### src/rtl/core/nls_pkg.sv
// Package for the numeric literal scanner: character codes, scan phases,
// base codes, result record and small digit helpers. No dependencies.
package nls_pkg;

  localparam int unsigned MAX_LITERAL_LENGTH = 1023;
  localparam int unsigned LenCapInt =
      (MAX_LITERAL_LENGTH < 1023) ? MAX_LITERAL_LENGTH : 1023;
  localparam logic [9:0] LEN_CAP = 10'(LenCapInt);

  localparam logic [7:0] CH_US    = 8'h5F;  // '_'
  localparam logic [7:0] CH_0     = 8'h30;
  localparam logic [7:0] CH_9     = 8'h39;
  localparam logic [7:0] CH_LA    = 8'h61;
  localparam logic [7:0] CH_LF    = 8'h66;
  localparam logic [7:0] CH_UA    = 8'h41;
  localparam logic [7:0] CH_UF    = 8'h46;
  localparam logic [7:0] CH_LB    = 8'h62;
  localparam logic [7:0] CH_UB    = 8'h42;
  localparam logic [7:0] CH_LO    = 8'h6F;
  localparam logic [7:0] CH_UO    = 8'h4F;
  localparam logic [7:0] CH_LX    = 8'h78;
  localparam logic [7:0] CH_UX    = 8'h58;
  localparam logic [7:0] CH_LE    = 8'h65;
  localparam logic [7:0] CH_UE    = 8'h45;
  localparam logic [7:0] CH_LP    = 8'h70;
  localparam logic [7:0] CH_UP    = 8'h50;
  localparam logic [7:0] CH_DOT   = 8'h2E;
  localparam logic [7:0] CH_PLUS  = 8'h2B;
  localparam logic [7:0] CH_MINUS = 8'h2D;

  // error mark bit positions
  localparam int unsigned EM_FLOAT_BASE = 0;
  localparam int unsigned EM_HEX_MANT   = 1;
  localparam int unsigned EM_HEX_NOEXP  = 2;
  localparam int unsigned EM_P_SUFFIX   = 3;

  typedef enum logic [2:0] {
    PH_IDLE,
    PH_ZERO,
    PH_INT,
    PH_FRAC,
    PH_EXPS,
    PH_EXP
  } phase_e;

  typedef enum logic [1:0] {
    BASE_DEC = 2'd0,
    BASE_BIN = 2'd1,
    BASE_OCT = 2'd2,
    BASE_HEX = 2'd3
  } base_e;

  typedef struct packed {
    logic       is_float;
    base_e      base_code;
    logic [9:0] length;
    logic [3:0] bad_digit_count;
    logic [3:0] err_marks;
  } result_t;

  // {valid, value} of a hex character
  function automatic logic [4:0] digit_val(input logic [7:0] c);
    logic [4:0] r;
    r = '0;
    if (c >= CH_0 && c <= CH_9) begin
      r = {1'b1, 4'(c - CH_0)};
    end else if (c >= CH_LA && c <= CH_LF) begin
      r = {1'b1, 4'(c - CH_LA + 8'd10)};
    end else if (c >= CH_UA && c <= CH_UF) begin
      r = {1'b1, 4'(c - CH_UA + 8'd10)};
    end
    return r;
  endfunction

  // value not allowed in the base
  function automatic logic digit_over(input logic [3:0] v, input base_e b);
    logic r;
    case (b)
      BASE_DEC: r = (v >= 4'd10);
      BASE_BIN: r = (v >= 4'd2);
      BASE_OCT: r = (v >= 4'd8);
      default:  r = 1'b0;
    endcase
    return r;
  endfunction

  function automatic logic [9:0] len_bump(input logic [9:0] n);
    return (n < LEN_CAP) ? n + 10'd1 : n;
  endfunction

  function automatic logic [3:0] bad_bump(input logic [3:0] n);
    return (n != 4'hF) ? n + 4'd1 : n;
  endfunction

endpackage

### src/rtl/core/nls_if.sv
// Handshake channels of the numeric literal scanner: source bytes in,
// literal results out. Depends on nothing.
interface nls_in_if;
  logic       valid;
  logic       ready;
  logic [7:0] ch;
  logic       begin_req;

  modport source (output valid, ch, begin_req, input ready);
  modport sink   (input valid, ch, begin_req, output ready);
endinterface

interface nls_res_if;
  logic       valid;
  logic       ready;
  logic       is_float;
  logic [1:0] base_code;
  logic [9:0] length;
  logic [3:0] bad_digit_count;
  logic       err_float_base;
  logic       err_hex_mantissa;
  logic       err_hex_no_exponent;
  logic       err_p_suffix;

  modport source (output valid, is_float, base_code, length, bad_digit_count,
                  err_float_base, err_hex_mantissa, err_hex_no_exponent,
                  err_p_suffix, input ready);
  modport sink   (input valid, is_float, base_code, length, bad_digit_count,
                  err_float_base, err_hex_mantissa, err_hex_no_exponent,
                  err_p_suffix, output ready);
endinterface

### src/rtl/core/numeric_literal_scanner.sv
// Numeric literal scanner: one source byte per request, one result request
// when the byte after a literal arrives. Depends on nls_pkg and nls_if.
//
// Throughput is one byte per cycle unless a waiting result stalls. A byte
// lands in an input register, the scan state is updated from it once the
// output register is free or being taken, and any result goes to the output
// register. The input register lets one more byte be taken while a result
// waits for its sink; after that, in_i.ready stays low until the result is
// taken. The byte that ends a literal is not counted and starts nothing
// unless it carries begin_req; begin_req within a literal closes it first.
module numeric_literal_scanner (
  input  logic clk_i,
  input  logic rst_ni,
  nls_in_if.sink    in_i,
  nls_res_if.source res_o
);
  import nls_pkg::*;

  // input register
  logic       in_valid_q;
  logic [7:0] ch_q;
  logic       begin_q;

  // scan state
  phase_e     phase_q, phase_d;
  base_e      base_q, base_d;
  logic [1:0] int_digits_q, int_digits_d;
  logic [9:0] count_q, count_d;
  logic       float_q, float_d;
  logic [3:0] bad_q, bad_d;
  logic [3:0] err_q, err_d;

  // output register
  logic       out_valid_q;
  result_t    res_q, res_d;

  logic       step;
  logic       emit;
  logic       res_from_q;
  logic       run_int, run_exp, try_exp;
  logic [4:0] dv;
  logic       is_us, is_e, is_p, is_digit;

  assign step       = in_valid_q && (!out_valid_q || res_o.ready);
  assign in_i.ready = !in_valid_q || step;

  always_ff @(posedge clk_i or negedge rst_ni) begin
    if (!rst_ni) begin
      in_valid_q <= 1'b0;
    end else if (in_i.valid && in_i.ready) begin
      in_valid_q <= 1'b1;
    end else if (step) begin
      in_valid_q <= 1'b0;
    end
  end

  always_ff @(posedge clk_i) begin
    if (in_i.valid && in_i.ready) begin
      ch_q    <= in_i.ch;
      begin_q <= in_i.begin_req;
    end
  end

  always_comb begin
    phase_d      = phase_q;
    base_d       = base_q;
    int_digits_d = int_digits_q;
    count_d      = count_q;
    float_d      = float_q;
    bad_d        = bad_q;
    err_d        = err_q;
    emit         = 1'b0;
    res_from_q   = 1'b0;
    run_int      = 1'b0;
    run_exp      = 1'b0;
    try_exp      = 1'b0;
    dv           = digit_val(ch_q);
    is_us        = (ch_q == CH_US);
    is_e         = (ch_q == CH_LE) || (ch_q == CH_UE);
    is_p         = (ch_q == CH_LP) || (ch_q == CH_UP);
    is_digit     = (ch_q >= CH_0) && (ch_q <= CH_9);

    if (step) begin
      if (!begin_q) begin
        case (phase_q)
          PH_ZERO: begin
            phase_d = PH_INT;
            if (ch_q == CH_LB || ch_q == CH_UB) begin
              base_d  = BASE_BIN;
              count_d = len_bump(count_q);
            end else if (ch_q == CH_LO || ch_q == CH_UO) begin
              base_d  = BASE_OCT;
              count_d = len_bump(count_q);
            end else if (ch_q == CH_LX || ch_q == CH_UX) begin
              base_d  = BASE_HEX;
              count_d = len_bump(count_q);
            end else begin
              // leading zero was a plain digit
              int_digits_d = 2'd1;
              run_int      = 1'b1;
            end
          end
          PH_INT: run_int = 1'b1;
          PH_FRAC: begin
            if (is_us) begin
              count_d = len_bump(count_q);
            end else if (dv[4] && !(digit_over(dv[3:0], base_q) && is_e)) begin
              if (digit_over(dv[3:0], base_q)) bad_d = bad_bump(bad_q);
              count_d = len_bump(count_q);
            end else begin
              if (base_q == BASE_BIN || base_q == BASE_OCT) err_d[EM_FLOAT_BASE] = 1'b1;
              if (base_q == BASE_HEX) begin
                if (int_digits_q != 2'd1) err_d[EM_HEX_MANT] = 1'b1;
                if (!is_p) err_d[EM_HEX_NOEXP] = 1'b1;
              end
              try_exp = 1'b1;
            end
          end
          PH_EXPS: begin
            phase_d = PH_EXP;
            if (ch_q == CH_PLUS || ch_q == CH_MINUS) begin
              count_d = len_bump(count_q);
            end else begin
              run_exp = 1'b1;
            end
          end
          PH_EXP: run_exp = 1'b1;
          default: phase_d = PH_IDLE;
        endcase

        if (run_int) begin
          if (is_us) begin
            count_d = len_bump(count_q);
          end else if (dv[4] && !(digit_over(dv[3:0], base_q) && is_e)) begin
            if (digit_over(dv[3:0], base_q)) bad_d = bad_bump(bad_q);
            if (int_digits_d != 2'd3) int_digits_d = int_digits_d + 2'd1;
            count_d = len_bump(count_q);
          end else if (ch_q == CH_DOT) begin
            float_d = 1'b1;
            count_d = len_bump(count_q);
            phase_d = PH_FRAC;
          end else begin
            try_exp = 1'b1;
          end
        end

        if (run_exp) begin
          if (is_us) begin
            count_d = len_bump(count_q);
          end else if (dv[4] && !(digit_over(dv[3:0], BASE_DEC) && is_e)) begin
            if (digit_over(dv[3:0], BASE_DEC)) bad_d = bad_bump(bad_q);
            count_d = len_bump(count_q);
          end else begin
            emit    = 1'b1;
            phase_d = PH_IDLE;
          end
        end

        if (try_exp) begin
          if (is_e || is_p) begin
            float_d = 1'b1;
            if (is_p && base_q != BASE_HEX) err_d[EM_P_SUFFIX] = 1'b1;
            count_d = len_bump(count_q);
            phase_d = PH_EXPS;
          end else begin
            emit    = 1'b1;
            phase_d = PH_IDLE;
          end
        end
      end else begin
        // begin request: close a running literal, then maybe start anew
        if (phase_q != PH_IDLE) begin
          emit       = 1'b1;
          res_from_q = 1'b1;
        end
        phase_d = PH_IDLE;
        if (is_digit) begin
          base_d       = BASE_DEC;
          float_d      = 1'b0;
          bad_d        = '0;
          err_d        = '0;
          count_d      = len_bump('0);
          int_digits_d = (ch_q == CH_0) ? 2'd0 : 2'd1;
          phase_d      = (ch_q == CH_0) ? PH_ZERO : PH_INT;
        end
      end
    end

    if (res_from_q) begin
      res_d = '{is_float: float_q, base_code: base_q, length: count_q,
                bad_digit_count: bad_q, err_marks: err_q};
    end else begin
      res_d = '{is_float: float_d, base_code: base_d, length: count_d,
                bad_digit_count: bad_d, err_marks: err_d};
    end
  end

  always_ff @(posedge clk_i or negedge rst_ni) begin
    if (!rst_ni) begin
      phase_q      <= PH_IDLE;
      base_q       <= BASE_DEC;
      int_digits_q <= '0;
      count_q      <= '0;
      float_q      <= 1'b0;
      bad_q        <= '0;
      err_q        <= '0;
    end else begin
      phase_q      <= phase_d;
      base_q       <= base_d;
      int_digits_q <= int_digits_d;
      count_q      <= count_d;
      float_q      <= float_d;
      bad_q        <= bad_d;
      err_q        <= err_d;
    end
  end

  always_ff @(posedge clk_i or negedge rst_ni) begin
    if (!rst_ni) begin
      out_valid_q <= 1'b0;
    end else if (step && emit) begin
      out_valid_q <= 1'b1;
    end else if (res_o.ready) begin
      out_valid_q <= 1'b0;
    end
  end

  always_ff @(posedge clk_i) begin
    if (step && emit) begin
      res_q <= res_d;
    end
  end

  assign res_o.valid               = out_valid_q;
  assign res_o.is_float            = res_q.is_float;
  assign res_o.base_code           = 2'(res_q.base_code);
  assign res_o.length              = res_q.length;
  assign res_o.bad_digit_count     = res_q.bad_digit_count;
  assign res_o.err_float_base      = res_q.err_marks[EM_FLOAT_BASE];
  assign res_o.err_hex_mantissa    = res_q.err_marks[EM_HEX_MANT];
  assign res_o.err_hex_no_exponent = res_q.err_marks[EM_HEX_NOEXP];
  assign res_o.err_p_suffix        = res_q.err_marks[EM_P_SUFFIX];

endmodule

### src/flat_wrapper.sv
// flat-port wrapper written by rule: the top's interface ports become plain ports
module numeric_literal_scanner_flat import nls_pkg::*;
  (clk_i, rst_ni, in_i_valid, in_i_ch, in_i_begin_req, in_i_ready, res_o_valid, res_o_is_float, res_o_base_code, res_o_length, res_o_bad_digit_count, res_o_err_float_base, res_o_err_hex_mantissa, res_o_err_hex_no_exponent, res_o_err_p_suffix, res_o_ready);
  nls_in_if in_i_i ();
  nls_res_if res_o_i ();
  input  logic clk_i;
  input  logic rst_ni;
  input wire logic [$bits(in_i_i.valid)-1:0] in_i_valid;
  input wire logic [$bits(in_i_i.ch)-1:0] in_i_ch;
  input wire logic [$bits(in_i_i.begin_req)-1:0] in_i_begin_req;
  output wire logic [$bits(in_i_i.ready)-1:0] in_i_ready;
  output wire logic [$bits(res_o_i.valid)-1:0] res_o_valid;
  output wire logic [$bits(res_o_i.is_float)-1:0] res_o_is_float;
  output wire logic [$bits(res_o_i.base_code)-1:0] res_o_base_code;
  output wire logic [$bits(res_o_i.length)-1:0] res_o_length;
  output wire logic [$bits(res_o_i.bad_digit_count)-1:0] res_o_bad_digit_count;
  output wire logic [$bits(res_o_i.err_float_base)-1:0] res_o_err_float_base;
  output wire logic [$bits(res_o_i.err_hex_mantissa)-1:0] res_o_err_hex_mantissa;
  output wire logic [$bits(res_o_i.err_hex_no_exponent)-1:0] res_o_err_hex_no_exponent;
  output wire logic [$bits(res_o_i.err_p_suffix)-1:0] res_o_err_p_suffix;
  input wire logic [$bits(res_o_i.ready)-1:0] res_o_ready;
  assign in_i_i.valid = in_i_valid;
  assign in_i_i.ch = in_i_ch;
  assign in_i_i.begin_req = in_i_begin_req;
  assign in_i_ready = in_i_i.ready;
  assign res_o_valid = res_o_i.valid;
  assign res_o_is_float = res_o_i.is_float;
  assign res_o_base_code = res_o_i.base_code;
  assign res_o_length = res_o_i.length;
  assign res_o_bad_digit_count = res_o_i.bad_digit_count;
  assign res_o_err_float_base = res_o_i.err_float_base;
  assign res_o_err_hex_mantissa = res_o_i.err_hex_mantissa;
  assign res_o_err_hex_no_exponent = res_o_i.err_hex_no_exponent;
  assign res_o_err_p_suffix = res_o_i.err_p_suffix;
  assign res_o_i.ready = res_o_ready;
  numeric_literal_scanner u_core (.clk_i(clk_i), .rst_ni(rst_ni), .in_i(in_i_i), .res_o(res_o_i));
endmodule
### config.mk
export PLATFORM = sky130hd
export DESIGN_NAME = numeric_literal_scanner_flat
export DESIGN_NICKNAME = d
export VERILOG_FILES = /design/src/rtl/core/nls_pkg.sv /design/src/rtl/core/nls_if.sv /design/src/rtl/core/numeric_literal_scanner.sv /design/src/flat_wrapper.sv
export SDC_FILE = /design/constraint.sdc
export NUM_CORES = 1
export LEC_CHECK = 0
export BUFFER_PORTS_ARGS = -buffer_cell sky130_fd_sc_hd__clkbuf_2
export CORE_MARGIN = 4
export CORE_UTILIZATION = 55
export DETAILED_ROUTE_END_ITERATION = 12
export PLACE_DENSITY_LB_ADDON = 0.05
export SLEW_MARGIN = 25
export SYNTH_ARGS = -nofsm -noshare
export SYNTH_HDL_FRONTEND = slang
export SYNTH_SLANG_ARGS = --single-unit
### constraint.sdc
create_clock -name clk_i -period 4.56 [get_ports clk_i]
set_input_delay 1.368 -clock clk_i [delete_from_list [all_inputs] [get_ports clk_i]]
set_output_delay 1.368 -clock clk_i [all_outputs]
set_load 0.05 [all_outputs]
==> results of run 1 <==
-- report_power, final --
part,internal [uW],leakage (uW),total [uW],switching (uW)
Clock,209,0.0000851,423,214
Sequential,642,0.000665,734,91.9
Combinational,202,0.00101,632,429
-- registers in the layout, summed over array words and instances, names as in the netlist, 2 cells and up --
register                      cells
u_core.ch_q                       8
u_core.base_q                     2
u_core.res_o.bad_digit_count      4
u_core.count_q                   10
u_core.res_o.length              10
u_core.int_digits_q               2
u_core.phase_q                    3
u_core.bad_q                      4
u_core.err_q                      4
u_core.res_o.base_code            2
-- area by class of cell --
| cell class | count | area [sq um] | area share, % |
|---|---|---|---|
| multi-input combinational | 337 | 2140 | 49.9 |
| inverter | 13 | 48.8 | 1.14 |
| sequential | 58 | 1600 | 37.3 |
| timing repair buffer | 39 | 205 | 4.78 |
| tap | 96 | 120 | 2.80 |
| clock buffer | 11 | 141 | 3.30 |
| clock inverter | 5 | 30.0 | 0.700 |
-- stage by stage --
step	utilization [%]	instance area [sq um]	power (uW)	hold slack (ns)	cells
after floorplan	-	3860	1190	0.449	428
after global placement	60.6	4120	1360	0.466	543
after detailed placement	60.6	4120	1370	0.469	543
after CTS	63.1	4290	1790	0.485	559
after global routing	63.1	4290	1900	0.502	559
final	63.1	4290	1790	0.487	559
-- per-layer routing --
metal  part of all wire [%]  wire length, microns  up-vias
met5                      0                     0        -
met3                    6.7                   699       38
li1                       -                     -     1683
met4                    4.2                   433        0
met1                     41                  4290     1658
met2                     48                  4950      150
-- cells in the final DEF (no fill, tap or decap), types with 6 or more instances in the layout --
cell type,netlist,layout
sky130_fd_sc_hd__o21ai_1,6,6
sky130_fd_sc_hd__nand4_1,10,10
sky130_fd_sc_hd__nand2_1,51,51
sky130_fd_sc_hd__dfrtp_1,28,28
sky130_fd_sc_hd__nand3_1,16,16
sky130_fd_sc_hd__clkbuf_2,0,35
sky130_fd_sc_hd__clkbuf_8,0,10
sky130_fd_sc_hd__edfxtp_1,30,30
sky130_fd_sc_hd__a21o_1,9,9
sky130_fd_sc_hd__and2_1,6,6
sky130_fd_sc_hd__o21ai_0,22,22
sky130_fd_sc_hd__a21oi_1,22,22
sky130_fd_sc_hd__ha_1,12,12
sky130_fd_sc_hd__nand2b_1,9,9
sky130_fd_sc_hd__a31oi_1,8,8
sky130_fd_sc_hd__nor3_1,8,8
sky130_fd_sc_hd__inv_1,13,13
sky130_fd_sc_hd__nor2_1,44,44
sky130_fd_sc_hd__nor2b_1,9,9
-- worst max-delay path: stages, from the launching register on --
cell                       delay (ns)
sky130_fd_sc_hd__edfxtp_1        0.48
sky130_fd_sc_hd__inv_1           0.14
sky130_fd_sc_hd__ha_1            0.25
sky130_fd_sc_hd__o21ba_2         0.18
sky130_fd_sc_hd__o21ai_4         0.08
sky130_fd_sc_hd__a2111o_1        0.45
sky130_fd_sc_hd__nor3_2          0.37
sky130_fd_sc_hd__o21ai_1         0.19
sky130_fd_sc_hd__o21a_1          0.23
sky130_fd_sc_hd__a211oi_4        0.62
sky130_fd_sc_hd__buf_4           0.34
-- final timing paths --
kind                                     start                              end  slack, ns  cells after the start
worst max-delay path            u_core.ch_q[1]  u_core.res_o.bad_digit_count[2]       0.93                     10
worst min-delay path            u_core.float_q                   u_core.float_q       0.49                      2
worst max register to register  u_core.ch_q[1]  u_core.res_o.bad_digit_count[2]       0.93                     10
worst min register to register  u_core.float_q                   u_core.float_q       0.49                      2
max in group asynchronous               rst_ni                u_core.in_valid_q       2.98                      1
min in group asynchronous               rst_ni                u_core.count_q[9]       1.08                      1
-- logic make-up after synthesis --
group / synth area share (%)
simple gates: 24.2
flops: 41.4
xor+xnor: 0.680
compound gates: 25.0
fa+ha+maj: 3.88
buf+inv: 3.33
mux: 1.42
==> results, run 1 <==
- The vertical die dimension is 91.8 microns.
- Cells with a size suffix above 1 make up 16.4% of the layout.
- The first-pass iteration count of the detailed router is 4.
- The worst slack at placement is 0.953 ns.
- Of all nets on the critical path, the largest fanout is 13.
- For this design the static power due to leakage is 0.00176 uW.
- Clock skew on the completed layout was measured at 0.0116 ns.
- The arrival time reported for the critical path endpoint is 3.66 ns.
- The netlist uses 72 different library cells.
- The clock period minus final worst setup slack is 3.63 ns.
- The number of nets in the layout is 483.
- The class of the tightest hold or removal check is register to register.
- The worst pin sits at a relative slew slack of 49.6%.
- The net count of the mapped netlist is 453.
- The global-route wire length before repair is 17.0 mm.
- The floorplan step set the die width to 91.8 microns.
- For this design, the CTS-stage hold fixing added 0 buffers.
- The floorplan step defined a die boundary enclosing 8430 sq um.
- The repair_antennas step left the layout with diodes totalling 0.
- Setup repair after global routing left no endpoint under its margin.
- The maximum buffer depth of the clock tree is 2.
- In this run the biggest area consumer among cell types represents 23.3% of the synthesized area.
- The floorplan has 30 rows.
- The region available for standard cell placement spans 6790 sq um.
- The number of hold violations in the final report came to 0.
- Yosys attributes the largest share of cell area to sky130_fd_sc_hd__edfxtp_1 (23%), sky130_fd_sc_hd__dfrtp_1 (18%), sky130_fd_sc_hd__nand2_1 (5.0%).
- For this run, global-route usage on met1 was measured as 31.3%.
- The remaining number of nets flagged by the antenna check after routing is 0.
- In the global route stage, met3 resource usage came out at 6.73%.
- The number of setup violations in the final report is 0.
- Across the run, the number of max-cap violations was 0.
- The flow ran to the end, and the final reports show no timing, DRC or antenna violations.
- The number of synthesized flops with an enable pin is 30.
- For this configuration, the core starts out at a cell density of 56.9%.
- In this run the clock root is driven by a sky130_fd_sc_hd__clkbuf_8.
- Summing over every cut layer, the via total after detailed routing is 3,529.
- The wire-length estimate of the detail-placed layout is 7.78 mm.
- The ratio of total power to cell area is 417 nW/um^2.
- For this run, the top clock speed supported by timing is 0.275 GHz.
- The number of filler cells placed in the layout is 587.
- The via count of the first global-routing pass was 3,441.
- The critical path endpoint category is a register.
- TritonCTS built the clock tree.
- The total global-route track usage is 25.8%.
- The mean routed wirelength per cell is 18.5 microns.
- The transition time at the pin with the least slew margin is 0.756 ns.
- The max-slew violation total from the final report came to 0.
- For this design the top-level I/O count stands at 36.
- For this run, design rule violations remaining after detail routing come to 0.
- The summed negative setup slack over all endpoints is 0 ns.
- The final worst setup slack is 0.928 ns.
- During synthesis, Yosys emitted a total of 0 warnings.
- The cell area after technology mapping is 3860 sq um.
- In this run, CTS created clock tree buffers numbering 9.
- The share of the clock period used by the worst path is 79.6%.
- The final estimated routing congestion in global placement is 0.926.
- The async set-or-reset flop fraction in the synthesized netlist is 48.3%.
- The wire length after detailed routing is 10.4 mm.
- The global-route met2 utilization is 42.5%.
- The worst endpoint required time is 4.59 ns.
- The tree built by TritonCTS fans out to 58 sinks.
- In this run the mean area of a mapped cell was 9.03 sq um.
- Entering global routing, the biggest net connects 29 pins.
- The number of buffers added on ports is 35.
- Sequential elements use 41.4% of the synthesized area.
- Clock-pin slew was measured on the worst setup and hold paths at 0.07 ns.
- The number of H-tree levels is 3.
- For this run the aggregate overflow at the end of global routing stands at 0.
- Across the VDD grid, the largest voltage drop is 303 uV.
- Among all cell types in the netlist, the one instantiated most often is sky130_fd_sc_hd__nand2_1.
- After technology mapping, the gate count stands at 428.
- From synthesis to final layout, the design area changed by 11.0%.
- The post-synthesis cell type with the largest combined area is sky130_fd_sc_hd__edfxtp_1.
- STA classifies the critical path startpoint as a register.
- The initial detailed-routing violation count is 289.
- Counting instances in the post-synthesis netlist gives the leading cell types as sky130_fd_sc_hd__nand2_1 (51), sky130_fd_sc_hd__nor2_1 (44), sky130_fd_sc_hd__edfxtp_1 (30).
- The clock latency of the later-clocked register in the worst-skew pair is 0.34 ns.
- The number of gates resized after CTS was 0.
- Once the clock tree was built, the setup fixing pass inserted 0 buffers.
- The flip-flop cell with the highest count after synthesis is sky130_fd_sc_hd__edfxtp_1.
- The layer with the highest usage after global routing is met2.
- Counting flops and latches in the post-synthesis netlist gives 58.
- The via-per-instance ratio is 6.31.
- By startpoint and endpoint, the worst setup path is classified as register to register.
- The initial antenna violation count came to 0.
Power figures use the tool's default switching activity.
==> run 2: changes to the inputs <==
--- a/config.mk
+++ b/config.mk
@@ -7,7 +7,7 @@
 export LEC_CHECK = 0
 export BUFFER_PORTS_ARGS = -buffer_cell sky130_fd_sc_hd__clkbuf_2
 export CORE_MARGIN = 4
-export CORE_UTILIZATION = 55
+export CORE_UTILIZATION = 54
 export DETAILED_ROUTE_END_ITERATION = 12
 export PLACE_DENSITY_LB_ADDON = 0.05
 export SLEW_MARGIN = 25
==> constraint.sdc (replaced) <==
create_clock -name clk_i -period 2.91 [get_ports clk_i]
set_input_delay 0.873 -clock clk_i [delete_from_list [all_inputs] [get_ports clk_i]]
set_output_delay 0.873 -clock clk_i [all_outputs]
set_load 0.05 [all_outputs]
==> results, run 2 (synthesis gave the netlist of run 1 again) <==
- The wire length after detailed routing came to 11.4 mm (+10%).
- The I/O pin count was 36 (unchanged).
- The relative slew slack was 50.0% (+0.39 points).
- The worst IR drop on VDD came to 485 uV (+60%).
- The final worst setup slack was -0.0392 ns (-0.968 ns).
- The standby leakage power is 0.00210 uW (+19%).
- The core footprint is 6870 sq um (+1.1%).
- The horizontal die dimension is 92.6 microns (+0.84%).
- The internal power consumption is 1960 uW (+86%).
- The worst register-to-register path begins at u_core.ch_q[1].
- The number of maximum-capacitance violations is 0 (unchanged).
- Compared with the post-synthesis result, the final layout area differs by 28.5%.
- The number of filler cells placed in the layout is 541 (-7.8%).
- The worst reg-to-reg setup slack is -0.04 ns (-0.97 ns).
- The post-layout instance area is 4970 sq um (+16%).
- The switching portion of total power came to 38.6% (-2.5 points).
- The tightest min-delay check is of the register to register type.
- The summed negative setup slack over all endpoints is -0.0814 ns (-0.0814 ns).
- The vertical die dimension is 92.6 microns (+0.84%).
- The area taken by flip-flops and latches is 1600 sq um (unchanged).
- By startpoint and endpoint, the worst setup path is classified as register to register.
- The number of sinks handled by clock tree synthesis was 58 (unchanged).
- STA classifies the critical path endpoint as a register.
- The placed instance count is 588 (+8.3%).
- The TritonCTS buffer count is 9 (unchanged).
- The worst slack at placement is -0.176 ns (-1.13 ns).
- The final estimated routing congestion in global placement is 1.02 (+10%).
- Tracing the worst setup path back leads to its startpoint at u_core.ch_q[1].
- The flow ran to the end, but the final reports show violations.
- Setup repair after global routing could not meet its margin everywhere.
- The final reports fail on setup timing.
- The number of buffers added on ports is 35 (unchanged).
- The fraction of power consumed by sequential logic is 35.3% (-5.7 points).
- The setup skew after layout is 0.0130 ns (+0.00138 ns).
- CTS placed an instance of sky130_fd_sc_hd__clkbuf_8 at the clock tree root.
- The number of inserted diodes is 0 (unchanged).
- The share of the clock period used by the worst path is 101% (+22 points).
- The clock period minus final worst setup slack is 2.95 ns (-0.682 ns).
- The global-route wire length before repair is 18.1 mm (+6.3%).
- The library cells used most frequently in the layout, excluding fill and tap cells, are sky130_fd_sc_hd__buf_4 (53), sky130_fd_sc_hd__nand2_1 (49), sky130_fd_sc_hd__nor2_1 (41).
- The via count is 3,825 (+8.4%).
- The via count of the first global-routing pass came to 3,776 (+9.7%).
- The TritonCTS clock tree is yes.
- The worst endpoint required time is 3.12 ns (-1.47 ns).
- The cell area after placement came to 4490 sq um (+9.1%).
- The capturing instance or port of the critical path is u_core.res_o.length[5].
- The net switching power of the design was 1230 uW (+68%).
- The number of H-tree levels is 3 (unchanged).
- The hold-fix buffer count after cts is 0 (unchanged).
- The number of hold violations in the final report came to 0 (unchanged).
- The post-DP HPWL is 8.16 mm (+4.9%).
- The ratio of total power to cell area was 643 nW/um^2 (+54%).
- The starting density of the core is 56.3% (-0.62 points).
- The startpoint of the tightest hold check path is u_core.int_digits_q[1].
- The clock-pin slew of the registers on the worst-case setup and hold paths is 0.07 ns (about the same).
- The final routed DRC violation total was 0 (unchanged).
- The clock latency of the later-clocked register in the worst-skew pair is 0.34 ns (about the same).
- The via-per-instance ratio was 6.25 (-1.0%).
- The total global-route track usage is 27.0% (+1.2 points).
- The library cell used most frequently in the layout, excluding fill and tap cells, is sky130_fd_sc_hd__buf_4.
- The maximum number of pins on one net before global-route repair is 29 (unchanged).
- The number of setup violations in the final report is 3 (+3).
- The number of nets in the layout is 536 (+11%).
- The maximum buffer depth of the clock tree was 2 (unchanged).
- The number of placement rows is 30 (unchanged).
- The worst register-to-register path ends at u_core.res_o.length[5].
- The final cell count without fillers came to 612 (+9.5%).
- The transition time at the pin with the least slew margin is 0.750 ns (-0.00581 ns).
- The arrival time reported for the critical path endpoint is 3.16 ns (-0.50 ns).
- The maximum frequency from static timing analysis is 0.339 GHz (+23%).
- The initial antenna violation count came to 0 (unchanged).
- The multi-input combinational cell area is 2330 sq um (+8.6%).
- The fraction of layout cells with a size suffix above 1 is 30.8% (+14 points).
- The type of origin of the critical path is a register.
- The first-pass iteration count of the detailed router was 7 (+3).
- The largest fanout on the critical path is 6 (-7).
- The initial detailed-routing violation count came to 321 (+11%).
- The max-slew violation total from the final report was 0 (unchanged).
- The remaining number of nets flagged by the antenna check after routing is 0 (unchanged).
- The clock share of power is 26.2% (+2.5 points).
- The number of cells on the worst reg-to-reg path was 11 (+1).
- The combinational fraction of design power is 38.5% (+3.2 points).
- The mean routed wirelength per cell came to 18.7 microns (+0.73%).
- The sum of overflow across all layers after global routing is 0 (unchanged).
- The overall die area is 8570 sq um (+1.7%).
run 2: power groups by stage:
| stage | Sequential [uW] | Combinational, uW | Clock, uW |
|---|---|---|---|
| 2_1_floorplan | 1250 | 626 | 0 |
| 3_3_place_gp | 1130 | 1090 | 0 |
| 3_5_place_dp | 1140 | 1110 | 0 |
| 4_1_cts | 1120 | 1120 | 845 |
| 5_1_grt | 1150 | 1330 | 886 |
| 6_report | 1130 | 1230 | 836 |
run 2: timing repair:
item                       in CTS  in global routing
gates resized for setup         8                 29
gates cloned                    0                  1
buffers inserted                1                  6
pin swaps                       7                  6
setup endpoints to repair      36                 48
run 2: per-stage QoR:
step                utilization (%)  total power (uW)  hold WS [ns]
global route                   72.3              3360         0.529
finish                         72.3              3200         0.497
floorplan                         -              1880         0.449
CTS                            69.2              3090         0.505
detailed placement             65.4              2250         0.484
global placement               65.4              2220         0.470
run 2: critical path, cell delays in order, from the launching register on:
cell	delay, ns
sky130_fd_sc_hd__edfxtp_1	0.42
sky130_fd_sc_hd__inv_2	0.11
sky130_fd_sc_hd__ha_2	0.23
sky130_fd_sc_hd__o21ba_2	0.17
sky130_fd_sc_hd__o21ai_4	0.06
sky130_fd_sc_hd__a2111o_1	0.51
sky130_fd_sc_hd__or3_4	0.38
sky130_fd_sc_hd__a211oi_4	0.31
sky130_fd_sc_hd__buf_4	0.18
sky130_fd_sc_hd__nor3_4	0.04
sky130_fd_sc_hd__o32a_1	0.34
sky130_fd_sc_hd__nand2_1	0.06
run 2: how the worst min path moves through the flow:
stage	end	slack [ns]	depth (start not counted)
5_1_grt	u_core.err_q[2]	0.53	2
3_5_place_dp	u_core.err_q[1]	0.48	2
3_3_place_gp	u_core.float_q	0.47	2
6_report	u_core.int_digits_q[1]	0.50	2
4_1_cts	u_core.err_q[2]	0.51	2
2_1_floorplan	u_core.float_q	0.45	2
run 2: metal layers:
metal | share of wire (%) | track usage, %
met2 | 49 | 45.7
met3 | 6.4 | 4.31
met1 | 40 | 32.7
met4 | 4.8 | 15.0
met5 | 0 | 0
run 2: final cells by class:
cell class / count / area share (%)
Clock buffer: 11 / 2.85
Multi-Input combinational cell: 337 / 46.9
Tap cell: 96 / 2.42
Sequential cell: 58 / 32.2
Timing Repair Buffer: 92 / 13.1
Inverter: 13 / 0.982
Clock inverter: 5 / 1.59
